**src/hw/rtl/rgbc_pkg.sv**
```systemverilog
// Package for the 3x3 RGB convolution block: default sizes, register codes,
// the item and coefficient structs and the state types of both state machines.
// Has no dependencies; every other file of the block but rgbc_ram imports it.
package rgbc_pkg;

  localparam int unsigned MaxWidthDef   = 1024;
  localparam int unsigned PixelBitsDef  = 8;
  localparam int unsigned WeightBitsDef = 8;
  localparam int unsigned KernelSize    = 3;

  localparam int unsigned CfgAddrBits = 5;

  localparam logic [2:0] REG_FRAME_WIDTH  = 3'd0;
  localparam logic [2:0] REG_FRAME_HEIGHT = 3'd1;
  localparam logic [2:0] REG_KERNEL_TOP   = 3'd2;
  localparam logic [2:0] REG_KERNEL_MID   = 3'd3;
  localparam logic [2:0] REG_KERNEL_BOT   = 3'd4;
  localparam logic [2:0] REG_DIVISOR      = 3'd5;
  localparam logic [2:0] REG_MAX_LEVEL    = 3'd6;

  localparam logic [10:0] FrameWidthRst  = 11'd1;
  localparam logic [12:0] FrameHeightRst = 13'd1;
  localparam logic [23:0] KernelTopRst   = 24'd0;
  localparam logic [23:0] KernelMidRst   = 24'd256;
  localparam logic [23:0] KernelBotRst   = 24'd0;
  localparam logic signed [11:0] DivisorRst = 12'sd1;
  localparam logic [7:0]  MaxLevelRst    = 8'd255;

  localparam logic MODE_PIXEL = 1'b0;
  localparam logic MODE_DRAIN = 1'b1;

  typedef struct packed {
    logic       mode;
    logic [7:0] blue;
    logic [7:0] green;
    logic [7:0] red;
  } item_t;

  typedef struct packed {
    logic [23:0]        k_top;
    logic [23:0]        k_mid;
    logic [23:0]        k_bot;
    logic signed [11:0] divisor;
    logic [7:0]         max_level;
  } coef_t;

  typedef enum logic {
    ENG_IDLE,
    ENG_EXEC
  } eng_state_e;

  typedef enum logic [2:0] {
    AR_IDLE,
    AR_MAC,
    AR_LOAD,
    AR_DIV,
    AR_FIN,
    AR_OUT
  } ar_state_e;

endpackage

```
**src/hw/rtl/rgbc_front.sv**
```systemverilog
// Front part: a two-word queue that takes input words and hands them to the
// step engine, so the input side keeps flowing while the back part is busy.
// Depends on rgbc_pkg.
module rgbc_front (
  input  logic           clk_i,
  input  logic           rst_ni,
  input  logic           in_valid_i,
  output logic           in_ready_o,
  input  rgbc_pkg::item_t in_item_i,
  output logic           out_valid_o,
  input  logic           out_pop_i,
  output rgbc_pkg::item_t out_item_o
);
  import rgbc_pkg::*;

  item_t      slot_q [2];
  logic       wr_ptr_q, wr_ptr_d;
  logic       rd_ptr_q, rd_ptr_d;
  logic [1:0] cnt_q, cnt_d;
  logic       push, pop;

  assign in_ready_o  = (cnt_q != 2'd2);
  assign out_valid_o = (cnt_q != 2'd0);
  assign out_item_o  = slot_q[rd_ptr_q];
  assign push        = in_valid_i && in_ready_o;
  assign pop         = out_pop_i && out_valid_o;

  always_comb begin
    wr_ptr_d = push ? ~wr_ptr_q : wr_ptr_q;
    rd_ptr_d = pop ? ~rd_ptr_q : rd_ptr_q;
    cnt_d    = cnt_q + 2'(push) - 2'(pop);
  end

  always_ff @(posedge clk_i or negedge rst_ni) begin
    if (!rst_ni) begin
      wr_ptr_q <= 1'b0;
      rd_ptr_q <= 1'b0;
      cnt_q    <= 2'd0;
    end else begin
      wr_ptr_q <= wr_ptr_d;
      rd_ptr_q <= rd_ptr_d;
      cnt_q    <= cnt_d;
    end
  end

  always_ff @(posedge clk_i) begin
    if (push) begin
      slot_q[wr_ptr_q] <= in_item_i;
    end
  end

endmodule

```
**config.mk**
```make
export PLATFORM = sky130hd
export DESIGN_NAME = rgbc_front
export DESIGN_NICKNAME = d
export VERILOG_FILES = /design/src/hw/rtl/rgbc_pkg.sv /design/src/hw/rtl/rgbc_front.sv
export SDC_FILE = /design/constraint.sdc
export NUM_CORES = 1
export LEC_CHECK = 0
export BUFFER_PORTS_ARGS = -buffer_cell sky130_fd_sc_hd__buf_2
export CORE_UTILIZATION = 51
export CTS_CLUSTER_SIZE = 12
export DETAILED_ROUTE_END_ITERATION = 6
export GPL_ROUTABILITY_DRIVEN = 0
export PLACE_DENSITY = 0.78
export SKIP_CTS_REPAIR_TIMING = 1
export SYNTH_ARGS = -nofsm -noshare
export SYNTH_HDL_FRONTEND = slang
export SYNTH_SLANG_ARGS = --single-unit
```
**constraint.sdc**
```tcl
create_clock -name clk_i -period 2.6 [get_ports clk_i]
set_input_delay 0.13 -clock clk_i [delete_from_list [all_inputs] [get_ports clk_i]]
set_output_delay 0.13 -clock clk_i [all_outputs]
set_load 0.03 [all_outputs]
```
Word level (Yosys, flattened, before mapping)
Memory sizes are Yosys's and may differ from the RTL's.
Index checks and enable logic that the tools add are counted.
{"block": "classes", "n_addsub": 2, "n_eq_ne": 1, "mux": 2, "bitwise": 2, "n_reduce_logical": 3}
{"op": "$add A2 B1 Y2", "n": 1}
{"op": "$logic_and A1 B1 Y1", "n": 2}
{"op": "$mux W1", "n": 2}
{"op": "$ne A2 B2 Y1 const B", "n": 1}
{"op": "$not A1 Y1", "n": 2}
{"op": "$reduce_bool A2 Y1", "n": 1}
{"op": "$sub A2 B1 Y2", "n": 1}
{"block": "totals", "register_bits": 4, "ramBits": 50, "inputBits": 29, "out_inout_bits": 27, "memories": 1}
{"memory": "slot_q", "words": 2, "word_bits": 25, "rd": 1, "rd_clocked_by_memory_dff": 0, "wr": 1, "line": "rgbc_front.sv:16", "text": "item_t slot_q [2];"}

Logic depth before layout (Yosys ltp)
{"block": "logic_depth", "depth_word": 4, "ltp_mapped": 7, "depth_no_buf": 7}

Worst setup path after synthesis
No wires, ideal clock.
{"block": "synth_timing", "path_type": "flip-flop to flip-flop", "from": "register cnt_q[1]", "to": "memory slot_q[0][0] in the netlist's numbering, enable pin", "arrival_ns": 1.913, "t_required_ns": 2.193, "slack_ns": 0.281, "stages_incl_launch_ff": 4, "n_path_buf": 0, "cell_sequence": "dfrtp_1 nand2b_1 nand2_1 nor2_1"}
{"block": "synth_via", "elab_chain_cells": 4}
{"item": "from (decl)", "line": "rgbc_front.sv:19", "text": "logic [1:0] cnt_q, cnt_d;"}
{"item": "from (signal assigned)", "line": "rgbc_front.sv:42", "text": "cnt_q <= cnt_d;"}
{"item": "$ne A2 B2 Y1", "line": "rgbc_front.sv:22", "text": "assign in_ready_o = (cnt_q != 2'd2);"}
{"item": "net in_ready_o", "line": "rgbc_front.sv:8", "text": "output logic in_ready_o,"}
{"item": "$logic_and A1 B1 Y1", "line": "rgbc_front.sv:25", "text": "assign push = in_valid_i && in_ready_o;"}
{"item": "$mux W1", "line": "rgbc_front.sv:47", "text": "if (push) begin"}
{"item": "$mux W1 (implied by the code)", "line": "rgbc_front.sv:48", "text": "slot_q[wr_ptr_q] <= in_item_i;"}
{"item": "to (decl)", "line": "rgbc_front.sv:16"}
The timed path passes the listed nets, and every way through them passes these cells.

==> results.sh <==
export IMPL_routed_wirelength_um=3100
export IMPL_worst_ir_drop_vdd_mv=0.749
export IMPL_routed_antenna_nets=0
export IMPL_n_fill_cell=270
export IMPL_overflow=0
export IMPL_ys_ff_latch=54
export IMPL_number_of_antenna_violations_at_the_first_check_in_global_routing=0
export IMPL_drt_pre_antenna_iters=4
export IMPL_power_switching_w=0.00104
export IMPL_finalHoldViolCount=0
export IMPL_avgViaCountPerCell=4.88
export IMPL_clock_net_sink_count=54
export IMPL_fp_dieArea_sq_um=4220
export IMPL_mostFrequentLayoutCell="buf_2"
export IMPL_slew_headroom_pct=59.6
export IMPL_postSynthNetCount=126
export IMPL_die_width_um=64.9
export IMPL_setup_viol_count_final=0
export IMPL_p_total_w=0.00286
export IMPL_drc=0
export IMPL_p_sw_share_pct=36.3
export IMPL_fin_crit_ns=1.91
export IMPL_highest_clock_rate_mhz=523
export IMPL_power_clock_fraction_pct=14.7
export IMPL_placementRows=22
export IMPL_vias_in_the_first_global_route=1054
export IMPL_seq_area_frac_synth_pct=79.3
export IMPL_ys_warnings_count=0
export IMPL_netlist_area_sq_um=2020
export IMPL_area_sequential_sq_um=1600
export IMPL_cts_clk_slew_worst_paths_ns=0.09
export IMPL_post_drt_wl_per_cell_um=14.9
export IMPL_arrival_ns=1.78
export IMPL_total_leakage_power_nw=0.950
export IMPL_cts_buffers_inserted=5
export IMPL_tightest_slew_ns=0.606
export IMPL_combined_area_of_the_multi_input_logic_cells_sq_um=383
export IMPL_powerDensity_nw_per_um2=1160
export IMPL_grt_setup_unrepaired="no"
export IMPL_timing_worst_setup_path_type="flop to output port"
export IMPL_die_height_um=64.9
export IMPL_core_area_sq_um=3720
export IMPL_nNetsFinal=190
export IMPL_power_report_internal_total_w=0.00182
export IMPL_grt_first_pass_wirelength_um=4850
export IMPL_layout_cells_most_common_list="buf_2, edfxtp_1, mux2_2"
export IMPL_clock_insertion_delay_worst_skew_ns=0.29
export IMPL_placedInstanceArea_sq_um=2370
export IMPL_worstSetupEndpointType="output port"
export IMPL_status="finished, final reports clean"
export IMPL_layout_worst_path_cycle_share_pct=73.5
export IMPL_postLayoutCellArea_sq_um=2460
export IMPL_dr_first_iter_drc_count=25
export IMPL_initial_utilization_pct=54.3
export IMPL_area_growth_pct=21.7
export IMPL_io_pins=56
export IMPL_crit_path_start_kind="flop"
export IMPL_report_final_slew_viol_count=0
export IMPL_cts_tree="built"
export IMPL_syn_mean_instance_area_sq_um=21.3
export IMPL_largest_net_degree_at_the_start_of_global_routing=16
export IMPL_antennaDiodeCount=0
export IMPL_timing_clock_skew_ns=0.00834
export IMPL_grt_util_all_layers_pct=16.2
export IMPL_input_output_buffers=55
export IMPL_h_tree_lvl_count=2
export IMPL_worst_ep_required_time_ns=2.47
export IMPL_pwr_share_comb_pct=40.0
export IMPL_power_share_sequential_pct=45.2
export IMPL_hold_path_class="input port to flop"
export IMPL_cts_root_buffer="clkbuf_8"
export IMPL_drv_cap=0
export IMPL_postSynthCellCount=95
export IMPL_synthDistinctLibCells=15
export IMPL_finalSetupTns_ns=0
export IMPL_detailed_place_hpwl_um=2240
export IMPL_clk_path_buf_depth=2
export IMPL_critical_path_max_fanout=14
export IMPL_layout_drive_gt1_share_pct=57.5
export IMPL_vias=1016
-- power groups by stage --
stage	logic (W)	registers (W)	clock network, W
after floorplan	0.000911	0.00126	0
after detailed placement	0.00116	0.00132	0
after global placement	0.00113	0.00130	0
after global routing	0.00122	0.00132	0.000468
after CTS	0.00116	0.00130	0.000437
final	0.00115	0.00129	0.000422
-- synthesized netlist by cell type, drive strengths merged --
| library cell | count | area, sq um |
|---|---|---|
| or2 | 1 | 6.26 |
| nand2b | 1 | 6.26 |
| dfrtp | 4 | 100 |
| and3 | 1 | 6.26 |
| edfxtp | 50 | 1500 |
| inv | 1 | 3.75 |
| ha | 2 | 25.0 |
| xor2 | 1 | 8.76 |
| mux2 | 25 | 285 |
| nand2 | 1 | 3.75 |
| and2 | 1 | 8.76 |
| buf | 3 | 33.8 |
| xnor2 | 3 | 26.3 |
| nor2 | 1 | 3.75 |
-- layout make-up --
cell class | count | share of cell area [%]
Sequential cell | 54 | 65.2
Multi-Input combinational cell | 37 | 15.6
Timing Repair Buffer | 60 | 13.3
Clock buffer | 6 | 2.95
Tap cell | 48 | 2.44
Clock inverter | 2 | 0.356
Inverter | 1 | 0.153
-- worst paths after layout --
check	start	end	slack (ns)	cells past startpoint
min in group asynchronous	rst_ni	rd_ptr_q	0.17	2
min	in_item_i[14]	slot_q[0][14]	0.02	1
max reg2reg	cnt_q[1]	cnt_q[1]	0.91	7
min reg2reg	wr_ptr_q	wr_ptr_q	0.54	1
max in group asynchronous	rst_ni	wr_ptr_q	2.31	2
max	rd_ptr_q	out_item_o[24]	0.69	3
-- through the flow --
stage	cells	utilization [%]	worst slack [ns]	hold slack (ns)
6_report	208	66.1	0.688	0.0195
5_1_grt	208	66.1	0.601	0.00243
4_1_cts	207	65.9	0.663	-0.373
3_5_place_dp	199	63.7	0.913	-0.0574
3_3_place_gp	199	63.7	0.975	-0.0643
2_1_floorplan	95	-	0.281	-0.166
-- critical path, cell delays in order, from the launching register on --
cell and delay [ns]:
dfrtp_1 0.73, buf_12 0.23, mux2_2 0.34, buf_2 0.18
-- kinds of logic (layout without fill, tap and decap cells) --
family	count (synthesis)	count (layout)	synth area share, %
DFF	54	54	79.3
muxes	25	25	14.1
and+or+nand+nor	6	6	1.74
xor gates and xnor gates	4	4	1.74
buffers and inverters	4	69	1.86
adders and majority gates	2	2	1.24
-- layer usage --
layer | vias to the layer above | wire (um) | track usage (%)
li1 | 490 | - | -
met1 | 487 | 1280 | 19.8
met2 | 34 | 1590 | 27.0
met3 | 5 | 190 | 3.52
met4 | 0 | 44 | 8.06
met5 | - | 0 | 0
-- state kept, by name (all words and copies together) (netlist names) --
signal,cells
cnt_q,2
rd_ptr_q,1
slot_q,50
wr_ptr_q,1
Power figures use the tool's default switching activity.
