[src/hw/rtl/rgbc_pkg.sv]
// Package for the 3x3 RGB convolution block: default sizes, register codes,
// the item and coefficient structs and the state types of both state machines.
// Has no dependencies; every other file of the block but rgbc_ram imports it.
package rgbc_pkg;

  localparam int unsigned MaxWidthDef   = 1024;
  localparam int unsigned PixelBitsDef  = 8;
  localparam int unsigned WeightBitsDef = 8;
  localparam int unsigned KernelSize    = 3;

  localparam int unsigned CfgAddrBits = 5;

  localparam logic [2:0] REG_FRAME_WIDTH  = 3'd0;
  localparam logic [2:0] REG_FRAME_HEIGHT = 3'd1;
  localparam logic [2:0] REG_KERNEL_TOP   = 3'd2;
  localparam logic [2:0] REG_KERNEL_MID   = 3'd3;
  localparam logic [2:0] REG_KERNEL_BOT   = 3'd4;
  localparam logic [2:0] REG_DIVISOR      = 3'd5;
  localparam logic [2:0] REG_MAX_LEVEL    = 3'd6;

  localparam logic [10:0] FrameWidthRst  = 11'd1;
  localparam logic [12:0] FrameHeightRst = 13'd1;
  localparam logic [23:0] KernelTopRst   = 24'd0;
  localparam logic [23:0] KernelMidRst   = 24'd256;
  localparam logic [23:0] KernelBotRst   = 24'd0;
  localparam logic signed [11:0] DivisorRst = 12'sd1;
  localparam logic [7:0]  MaxLevelRst    = 8'd255;

  localparam logic MODE_PIXEL = 1'b0;
  localparam logic MODE_DRAIN = 1'b1;

  typedef struct packed {
    logic       mode;
    logic [7:0] blue;
    logic [7:0] green;
    logic [7:0] red;
  } item_t;

  typedef struct packed {
    logic [23:0]        k_top;
    logic [23:0]        k_mid;
    logic [23:0]        k_bot;
    logic signed [11:0] divisor;
    logic [7:0]         max_level;
  } coef_t;

  typedef enum logic {
    ENG_IDLE,
    ENG_EXEC
  } eng_state_e;

  typedef enum logic [2:0] {
    AR_IDLE,
    AR_MAC,
    AR_LOAD,
    AR_DIV,
    AR_FIN,
    AR_OUT
  } ar_state_e;

endpackage

[src/hw/rtl/rgbc_arith.sv]
// Back part, arithmetic side: tap-serial multiply-accumulate for the three
// channels, bit-serial rounding divide, clamp and the output register.
// Depends on rgbc_pkg.
module rgbc_arith #(
  parameter int unsigned PixelBits  = rgbc_pkg::PixelBitsDef,
  parameter int unsigned WeightBits = rgbc_pkg::WeightBitsDef
) (
  input  logic                      clk_i,
  input  logic                      rst_ni,
  input  rgbc_pkg::coef_t           coef_i,
  input  logic                      job_valid_i,
  output logic                      job_ready_o,
  input  logic [9*3*PixelBits-1:0]  job_win_i,
  input  logic                      job_last_i,
  output logic                      out_valid_o,
  input  logic                      out_ready_i,
  output logic [23:0]               out_data_o,
  output logic                      out_last_o
);
  import rgbc_pkg::*;

  localparam int unsigned PXW  = 3 * PixelBits;
  localparam int unsigned Taps = KernelSize * KernelSize;
  localparam int unsigned SW   = PixelBits + WeightBits + 5;
  localparam int unsigned NW   = (SW + 1 > 14) ? SW + 1 : 14;
  localparam int unsigned DCW  = $clog2(NW + 1);

  ar_state_e state_q, state_d;
  logic [Taps*PXW-1:0]  win_q;
  logic                 last_q;
  logic [1:0]           tap_r_q, tap_c_q;
  logic signed [SW-1:0] acc_q [3];
  logic                 sneg_q [3];
  logic [NW-1:0]        nq_q [3];
  logic [12:0]          rem_q [3];
  logic [DCW-1:0]       cnt_q;
  logic [7:0]           res_q [3];

  logic [23:0]               row24;
  logic [3*WeightBits+23:0]  row_ext;
  logic signed [WeightBits-1:0] wgt;
  logic signed [SW-1:0]      wgt_s;
  logic [3:0]                tap_sel;
  logic [PXW-1:0]            pix_sel;
  logic signed [SW-1:0]      prod [3];
  logic [11:0]               ad;
  logic [12:0]               dd;
  logic                      use_div, dneg, last_tap;
  logic [NW-1:0]             load_val [3];
  logic [13:0]               trial [3];
  logic                      qbit [3];
  logic [12:0]               rem_nx [3];
  logic [7:0]                res_nx [3];

  always_comb begin
    unique case (tap_r_q)
      2'd0:    row24 = coef_i.k_top;
      2'd1:    row24 = coef_i.k_mid;
      default: row24 = coef_i.k_bot;
    endcase
    row_ext = {{(3*WeightBits){1'b0}}, row24};
    wgt     = $signed(row_ext[tap_c_q*WeightBits +: WeightBits]);
    wgt_s   = SW'(wgt);
    tap_sel = 4'(tap_c_q * 3 + tap_r_q);
    pix_sel = win_q[tap_sel*PXW +: PXW];
    for (int ch = 0; ch < 3; ch++) begin
      prod[ch] = SW'($signed({1'b0, pix_sel[ch*PixelBits +: PixelBits]})) * wgt_s;
    end
  end

  assign last_tap = (tap_r_q == 2'd2) && (tap_c_q == 2'd2);
  assign use_div  = (coef_i.divisor != 12'sd0);
  assign dneg     = coef_i.divisor[11];
  assign ad       = dneg ? unsigned'(-coef_i.divisor) : unsigned'(coef_i.divisor);
  assign dd       = {ad, 1'b0};

  // The rounded quotient is (2|s| + |d|) / (2|d|); without a divisor the
  // magnitude passes straight through.
  always_comb begin
    for (int ch = 0; ch < 3; ch++) begin
      logic [SW-1:0] mag;
      mag = acc_q[ch][SW-1] ? unsigned'(-acc_q[ch]) : unsigned'(acc_q[ch]);
      load_val[ch] = use_div ? (NW'({mag, 1'b0}) + NW'(ad)) : NW'(mag);
      trial[ch]    = {rem_q[ch], nq_q[ch][NW-1]};
      qbit[ch]     = (trial[ch] >= 14'(dd));
      rem_nx[ch]   = qbit[ch] ? 13'(trial[ch] - 14'(dd)) : trial[ch][12:0];
      if (use_div ? (sneg_q[ch] != dneg) : sneg_q[ch]) begin
        res_nx[ch] = 8'd0;
      end else if (nq_q[ch] > NW'(coef_i.max_level)) begin
        res_nx[ch] = coef_i.max_level;
      end else begin
        res_nx[ch] = 8'(nq_q[ch]);
      end
    end
  end

  always_comb begin
    state_d = state_q;
    unique case (state_q)
      AR_IDLE: if (job_valid_i) state_d = AR_MAC;
      AR_MAC:  if (last_tap) state_d = AR_LOAD;
      AR_LOAD: state_d = use_div ? AR_DIV : AR_FIN;
      AR_DIV:  if (cnt_q == DCW'(NW - 1)) state_d = AR_FIN;
      AR_FIN:  state_d = AR_OUT;
      AR_OUT:  if (out_ready_i) state_d = AR_IDLE;
      default: state_d = AR_IDLE;
    endcase
  end

  always_comb begin
    job_ready_o = (state_q == AR_IDLE);
    out_valid_o = (state_q == AR_OUT);
    out_data_o  = {res_q[2], res_q[1], res_q[0]};
    out_last_o  = last_q;
  end

  always_ff @(posedge clk_i or negedge rst_ni) begin
    if (!rst_ni) begin
      state_q <= AR_IDLE;
    end else begin
      state_q <= state_d;
    end
  end

  always_ff @(posedge clk_i) begin
    unique case (state_q)
      AR_IDLE: begin
        win_q   <= job_win_i;
        last_q  <= job_last_i;
        tap_r_q <= 2'd0;
        tap_c_q <= 2'd0;
        for (int ch = 0; ch < 3; ch++) acc_q[ch] <= '0;
      end
      AR_MAC: begin
        for (int ch = 0; ch < 3; ch++) acc_q[ch] <= acc_q[ch] + prod[ch];
        if (tap_c_q == 2'd2) begin
          tap_c_q <= 2'd0;
          tap_r_q <= tap_r_q + 2'd1;
        end else begin
          tap_c_q <= tap_c_q + 2'd1;
        end
      end
      AR_LOAD: begin
        cnt_q <= '0;
        for (int ch = 0; ch < 3; ch++) begin
          nq_q[ch]   <= load_val[ch];
          rem_q[ch]  <= '0;
          sneg_q[ch] <= acc_q[ch][SW-1];
        end
      end
      AR_DIV: begin
        cnt_q <= cnt_q + DCW'(1);
        for (int ch = 0; ch < 3; ch++) begin
          rem_q[ch] <= rem_nx[ch];
          nq_q[ch]  <= {nq_q[ch][NW-2:0], qbit[ch]};
        end
      end
      AR_FIN: begin
        for (int ch = 0; ch < 3; ch++) res_q[ch] <= res_nx[ch];
      end
      default: ;
    endcase
  end

endmodule

[config.mk]
export PLATFORM = sky130hd
export DESIGN_NAME = rgbc_arith
export DESIGN_NICKNAME = d
export VERILOG_FILES = /design/src/hw/rtl/rgbc_pkg.sv /design/src/hw/rtl/rgbc_arith.sv
export SDC_FILE = /design/constraint.sdc
export NUM_CORES = 1
export LEC_CHECK = 0
export ABC_AREA = 1
export ABC_CLOCK_PERIOD_IN_PS = 17070
export BUFFER_PORTS_ARGS = -buffer_cell sky130_fd_sc_hd__buf_4
export CORE_ASPECT_RATIO = 2
export CORE_MARGIN = 8
export CORE_UTILIZATION = 60
export CTS_CLUSTER_DIAMETER = 40
export CTS_CLUSTER_SIZE = 24
export DETAILED_ROUTE_END_ITERATION = 12
export PLACE_DENSITY_LB_ADDON = 0.2
export SETUP_SLACK_MARGIN = 0.5
export SKIP_CTS_REPAIR_TIMING = 1
export SYNTH_ARGS = -nofsm -noshare
export SYNTH_HDL_FRONTEND = slang
export SYNTH_SLANG_ARGS = --single-unit
[constraint.sdc]
create_clock -name clk_i -period 17.07 [get_ports clk_i]
set_clock_uncertainty 0.2 [all_clocks]
set_input_delay 1.707 -clock clk_i [delete_from_list [all_inputs] [get_ports clk_i]]
set_output_delay 1.707 -clock clk_i [all_outputs]
set_load 0.05 [all_outputs]
Word-level counts from Yosys, hierarchy flattened

Memory sizes are Yosys's and may differ from the RTL's.
Cells that the tools add are included.

Register bits: 229
Memory bits (writable): 195
Input bits: 313
Output and inout bits: 27
Memories kept: 5

Memory list:

| name   | words | width | read ports | clocked after memory_dff | write ports | RTL line         | source |
|---|---|---|---|---|---|---|---|
| nq_q   | 3     | 22    | 3          | 0                        | 3           | rgbc_arith.sv:34 | `logic [NW-1:0] nq_q [3];` |
| acc_q  | 3     | 21    | 3          | 0                        | 3           | rgbc_arith.sv:32 | `logic signed [SW-1:0] acc_q [3];` |
| rem_q  | 3     | 13    | 3          | 0                        | 3           | rgbc_arith.sv:35 | `logic [12:0] rem_q [3];` |
| res_q  | 3     | 8     | 3          | 0                        | 3           | rgbc_arith.sv:37 | `logic [7:0] res_q [3];` |
| sneg_q | 3     | 1     | 3          | 0                        | 3           | rgbc_arith.sv:33 | `logic sneg_q [3];` |

Add/subtract/negate cells: 17
Multipliers: 5
Magnitude comparators: 6
Equal/unequal tests: 17
Shifts and indexed selects: 2
Muxes and demuxes: 50
Bitwise operators: 9
Reductions and logical operators: 8

Operators with widths:

| cell                                                           | count |
|---|---|
| 216-bit by 10-bit indexed part select with 24-bit output       | 1 |
| 22-bit two-way mux                                             | 6 |
| 21-bit two-way mux                                             | 6 |
| 13-bit two-way mux                                             | 6 |
| 22-bit by 12-bit adder with 22-bit output                      | 3 |
| 22-bit by 8-bit > comparator with 1-bit output                 | 3 |
| 21-bit by 17-bit adder with 21-bit output                      | 3 |
| 21-bit negation                                                | 3 |
| 9-bit by 8-bit multiplier with 17-bit output                   | 3 |
| 8-bit two-way mux                                              | 6 |
| 24-bit one-hot mux with 2 select lines                         | 1 |
| 48-bit by 6-bit indexed part select with 8-bit output          | 1 |
| 14-bit by 13-bit greater-or-equal comparator with 1-bit output | 3 |
| 13-bit subtractor                                              | 3 |
| 3-bit one-hot mux with 6 select lines                          | 1 |
| 3-bit two-way mux                                              | 5 |
| 1-bit two-way mux                                              | 13 |
| 12-bit two-way mux                                             | 1 |
| 12-bit negation                                                | 1 |
| 12-bit nonzero test                                            | 1 |
| 5-bit one-hot mux with 2 select lines                          | 1 |
| 1-bit OR                                                       | 9 |
| 2-bit != test (second input constant)                          | 4 |
| 2-bit one-hot mux with 2 select lines                          | 2 |
| 20 further kinds                                               | 28 |

Logic depth before layout (Yosys ltp)

Gate-level depths: netlist of run 1.

Word-level depth: 7
Gate-level depth with buffers: 33
Gate-level depth less buffers: 33

Worst setup path after synthesis of run 1

Ideal clock, no wire load.

Path type: reg-to-reg
Start point: register state_q[1]
End point: memory acc_q[0][0] (netlist name), enable pin
Setup time: 0.425 ns
Arrival time: 12.866 ns
Required time: 16.445 ns
Setup slack: 3.579 ns
Stages on the path, launching flop included: 6
Period minus slack after synthesis: 13.491 ns
Cell sequence: dfrtp_1 -> nor2_1 -> inv_1 -> nor2_1 -> inv_1 -> nand2_1

RTL lines:

| element                  | RTL line          | source |
|---|---|---|
| start: declaration       | rgbc_arith.sv:28  | `ar_state_e state_q, state_d;` |
| start signal: assignment | rgbc_arith.sv:121 | `state_q <= state_d;` |
| end: declaration         | rgbc_arith.sv:32  |  |

==> results.toml, run 1 <==
[synthesis]
ys_warn_count = 0
synth_flop_cell = "edfxtp_1"
synth_top_area_share_pct = 37.8
yosys.cell_types.count = 66
avgSynthCellArea_um2 = 8.82
synth_nets = 4561
ys_top_cells_by_area = "edfxtp_1 (38%), ha_1 (11%), fa_1 (9.6%)"
synth_edf_count = 421
synth_cells = 3790
synthArstFlopShare_pct = 0.708
synth_seq_area_share_pct = 38.0
yosysTopAreaCell = "edfxtp_1"
synth_area_mm2 = 0.0334
ys_ff_latch = 424

[global_route]
gr-total-overflow = 0
gr-usage-all-layers_pct = 29.2
antenna_found_initial = 2
grt_pass1_vias = 28880
grt_pass1_wl_um = 147000
grt_max_degree = 165

[setup_path]
critical_path_class = "flip-flop to flip-flop"
crit_fanout = 31
r2r_cells = 29
start_kind = "flip-flop"
cp_slowest_cell = "edfxtp_1"
cp.required_ps = 17170
cpMostUsedCell = "fa_1"
slowest_delay_ps = 980
crit_arrival_ps = 9030
worst_setup_path_end_kind = "flip-flop"

[die]
die_area_mm2 = 0.0640
ioPinCount = 340
die_w_um = 183
core.rowCount = 122
start_util_pct = 60.5
die-height_um = 350
core_mm2 = 0.0553

[routing]
vias_per_cell = 5.74
routed_wl_um = 93900
dr.first_iter.drc_count = 1646
drtPass1Iterations = 7
drc = 0
vias = 27920
wl_per_cell_um = 19.3
ant_nets = 0

[clock_tree]
cts_tree = "yes"
cts.sink_count = 424
clkTransAtPathRegs_ps = 80
cts_inserted_buffers = 38
clockBufferDepth = 3
htreeDepth = 2
cts_root_buf = "clkbuf_16"
clkLatencyLatePin_ps = 580

[hold_path]
worstHoldPathType = "flip-flop to flip-flop"
hold-path-cell-count = 2

[finish]
layout_common_cells = "nand2_1 (754), inv_1 (466), edfxtp_1 (421)"
final_common_cell = "nand2_1"
layout-drive-gt1-share_pct = 13.2
multi_input_area_mm2 = 0.0184
num-fill-cells = 4446
area_growth_pct = 13.9
regArea_mm2 = 0.0127
layout.nets = 4861

[sta]
slew_viol_final = 0
rsz0062_at_grt = "false"
fmax_mhz = 112
setup_viol = 0
period_share_pct = 52.3
post-route-min-period_ps = 8920
timing.max_slew.rel_slack_pct = 32.3
tightest_slew_ps = 1020
finalSetupTns_ps = 0
hold_violations = 0

[placement]
gp_congestion = 0.990
dp_hpwl_um = 75000
io_buffers = 339

[status]
outcome = "complete, no violations"

[run]
drv_cap = 0
state kept, by name (all words and copies together) (netlist names):
name,count
acc_q,63
cnt_q,5
nq_q,66
out_last_o,1
rem_q,39
res_q,24
sneg_q,3
state_q,3
tap_c_q,2
tap_r_q,2
win_q,216
worst max-delay path: cells and delay by family, from the launching register on:
family                     cells  cell delay (ps)
buffers and inverters          4              810
AOI/OAI and AO/OA              9             1730
DFF                            1              980
adders and majority gates      9             4050
and+or+nand+nor                7              850
per-layer routing:
layer | vias to the layer above | part of all wire [%] | GRT usage [%]
li1 | 13458 | - | -
met5 | - | 0 | 0
met3 | 360 | 6.2 | 5.51
met1 | 13012 | 34 | 28.4
met4 | 0 | 8.3 | 21.8
met2 | 1090 | 51 | 54.1
through the flow:
stage | cells | cell area (µm²) | util, % | hold slack [ps] | worst slack (ps)
after floorplan | 3790 | 33400 | - | 320 | 3580
after global placement | 4794 | 36700 | 66.4 | 336 | 8480
after detailed placement | 4794 | 36700 | 66.4 | 339 | 8340
after CTS | 4863 | 38100 | 68.9 | 357 | 8260
after global routing | 4865 | 38100 | 68.9 | 386 | 7680
final | 4865 | 38100 | 68.9 | 358 | 8150
cell type report:
type,count,area share [%]
tap,744,2.45
multi-input combinational,2764,48.3
clock inverter,26,0.888
clock buffer,43,2.72
sequential,424,33.4
antenna,2,0.0131
inverter,492,4.86
timing repair buffer,370,7.33
cells in the mapped netlist, types with 7 or more instances:
cell type  instances
a211oi_1          29
a21o_1            14
a21oi_1          295
a221oi_1          11
a22oi_1           29
a31oi_1           13
buf_2             60
clkbuf_1          43
edfxtp_1         421
fa_1             161
ha_1             297
inv_1            466
inv_2             24
nand2_1          756
nand2_2           19
nand3_1          220
nand3_2            7
nand4_1           30
nor2_1           373
nor2_2            15
nor2_4             9
nor3_1            29
nor4_1            13
o211ai_1          15
o21a_1            11
o21ai_0          193
o21ai_1           13
o311ai_0           7
o31ai_1           13
or2_2              7
xnor2_1           46
xor2_1            65
path summary, 6_finish.rpt:
kind / start / slack (ps) / to
worst min register to register: nq_q[0][20] / 360 / nq_q[0][21]
worst max register to register: tap_c_q[0] / 8150 / acc_q[0][16]
worst max-delay path: tap_c_q[0] / 8150 / acc_q[0][16]
worst min-delay path: nq_q[0][20] / 360 / nq_q[0][21]
min in group asynchronous: rst_ni / 740 / state_q[2]
max in group asynchronous: rst_ni / 15820 / state_q[1]
kinds of logic (layout without fill, tap and decap cells):
group / Yosys count / in the layout / share of synthesized area [%]
DFF: 424 / 424 / 38.0
buffers and inverters: 602 / 931 / 7.06
other: 0 / 2 / 0
adders and majority gates: 458 / 458 / 20.8
AOI/OAI and AO/OA: 696 / 696 / 12.1
xor gates and xnor gates: 112 / 112 / 2.96
and+or+nand+nor: 1498 / 1498 / 19.0
Power of run 1 is left out: the tool's default activity adds up to more than one toggle a clock period on the data nets, which glitch-free logic cannot reach.
==> run 2, diff against run 1 <==
--- a/config.mk
+++ b/config.mk
@@ -6,11 +6,11 @@
 export NUM_CORES = 1
 export LEC_CHECK = 0
 export ABC_AREA = 1
-export ABC_CLOCK_PERIOD_IN_PS = 17070
+export ABC_CLOCK_PERIOD_IN_PS = 8150
 export BUFFER_PORTS_ARGS = -buffer_cell sky130_fd_sc_hd__buf_4
 export CORE_ASPECT_RATIO = 2
 export CORE_MARGIN = 8
-export CORE_UTILIZATION = 60
+export CORE_UTILIZATION = 55
 export CTS_CLUSTER_DIAMETER = 40
 export CTS_CLUSTER_SIZE = 24
 export DETAILED_ROUTE_END_ITERATION = 12
==> constraint.sdc (replaced) <==
create_clock -name clk_i -period 8.15 [get_ports clk_i]
set_clock_uncertainty 0.2 [all_clocks]
set_input_delay 0.815 -clock clk_i [delete_from_list [all_inputs] [get_ports clk_i]]
set_output_delay 0.815 -clock clk_i [all_outputs]
set_load 0.05 [all_outputs]
==> run 2 against run 1 <==
  * Utilization decreased by 4.8 points
  * Sequential share of layout area down 0.61 points
  * Cell count is 2.2% higher
  * Critical path depth shrank 2
  * Non-clock buffer count rose by 38
  * Highest routed layer unchanged
==> results.toml, run 2 (synthesized netlist as in run 1, its figures left out) <==
[status]
outcome = "complete, no violations"

[sta]
timing.max_slew.rel_slack_pct = 20.5
period_share_pct = 90.3
tightest_slew_ps = 1190
slew_viol_final = 0
setup_viol = 0
fmax_mhz = 136
whs_ps = 163
finalSetupTns_ps = 0
post-route-min-period_ps = 7360
hold_violations = 0
rsz0062_at_grt = "true"

[setup_path]
worst_setup_path_end_kind = "flip-flop"
cp_slowest_cell = "fa_2"
r2r_cells = 27
r2r_end = "acc_q[0][16]"
start_kind = "flip-flop"
cp_top_family = "adder cells"
cp.required_ps = 8290
path_buf_inv = 4
crit_arrival_ps = 7490
slowest_delay_ps = 680
crit_fanout = 22
rrSetupSlack_ps = 790
critical_path_class = "flip-flop to flip-flop"
cpMostUsedCell = "fa_1"
r2r_start = "tap_r_q[1]"

[finish]
area_growth_pct = 16.0
top_regs = "win_q x216, nq_q x66, acc_q x63"
final_common_cell = "nand2_1"
fin_area_mm2 = 0.0388
layout_common_cells = "nand2_1 (751), inv_1 (466), edfxtp_1 (421)"
num-fill-cells = 5168
top_register = "win_q"
layout-drive-gt1-share_pct = 14.6
layout.nets = 4908
largest_register_ffs = 216

[hold_path]
worstHoldStart = "job_win_i[97]"
hold_end = "win_q[97]"
hold-path-cell-count = 1
worstHoldPathType = "input pin to flip-flop"

[global_route]
gr-total-overflow = 0
grt_pass1_vias = 28513
grt_pass1_wl_um = 155000
gr-usage-all-layers_pct = 28.4
grt_max_degree = 103
antenna_found_initial = 15

[placement]
io_buffers = 339
dp_hpwl_um = 77100
placed_cell_area_mm2 = 0.0370
gp_congestion = 0.917

[die]
start_util_pct = 55.2
die_area_mm2 = 0.0694
core_mm2 = 0.0605
die_w_um = 190
core.rowCount = 128
ioPinCount = 340
die-height_um = 365

[routing]
ant_nets = 0
vias = 28459
wl_per_cell_um = 20.0
drtPass1Iterations = 6
drc = 0
routed_wl_um = 99500
vias_per_cell = 5.73
dr.first_iter.drc_count = 2114

[clock_tree]
clkTransAtPathRegs_ps = 90
cts_root_buf = "clkbuf_16"
clockBufferDepth = 3
cts.sink_count = 424
htreeDepth = 2
cts_inserted_buffers = 46
cts_tree = "yes"
clkLatencyLatePin_ps = 620

[run]
drv_cap = 0
run 2: worst register-to-register path, cell delays in order (launching register included):
cell and delay (ps):
edfxtp_1 430, fa_1 510, ha_1 210, fa_2 680, buf_4 300, o311ai_0 200, buf_4 190, nand2_1 240
nor2_1 110, fa_1 560, inv_1 50, fa_1 470, inv_1 50, fa_1 500, fa_1 520, fa_1 530
ha_1 210, nor2_1 60, nand2_1 70, o21ai_2 70, o21ai_2 230, nand2_1 80, nand2_1 120, nand3_1 80
nand2_1 110, a21oi_1 100, o21ai_1 150, a21oi_1 50
run 2: through the flow:
stage          setup slack [ps]  cells  util, %
2_1_floorplan               809   3790        -
3_3_place_gp                511   4860     61.1
3_5_place_dp                365   4860     61.1
4_1_cts                     317   4946     63.7
5_1_grt                     367   4970     64.0
6_report                    794   4970     64.0
run 2: cell type report:
cell class / count / area (µm²) / share of cell area [%]
multi-input combinational: 2765 / 18500 / 47.7
sequential: 424 / 12700 / 32.8
timing repair buffer: 408 / 3120 / 8.04
inverter: 492 / 1860 / 4.79
clock buffer: 49 / 1160 / 3.00
tap: 780 / 976 / 2.52
clock inverter: 37 / 428 / 1.10
antenna: 15 / 37.5 / 0.0968
run 2: routing by layer:
metal,wire [µm],up-vias,GRT usage (%)
li1,-,13611,-
met1,38300,13561,33.8
met2,50400,1053,50.0
met3,6120,234,4.13
met4,4710,0,13.3
met5,0,-,0
run 2: worst max path at each step:
stage                from           end  slack [ps]  depth (start not counted)
3_5_place_dp   tap_r_q[1]  acc_q[0][16]         360                         31
6_report       tap_r_q[1]  acc_q[0][16]         790                         27
3_3_place_gp   tap_r_q[1]  acc_q[0][37]         510                         25
4_1_cts        tap_r_q[1]  acc_q[0][16]         320                         23
5_1_grt        tap_r_q[1]  acc_q[0][16]         370                         33
2_1_floorplan  state_q[1]   nq_q[0][47]         810                          7
Power of run 2 is left out for the same reason.
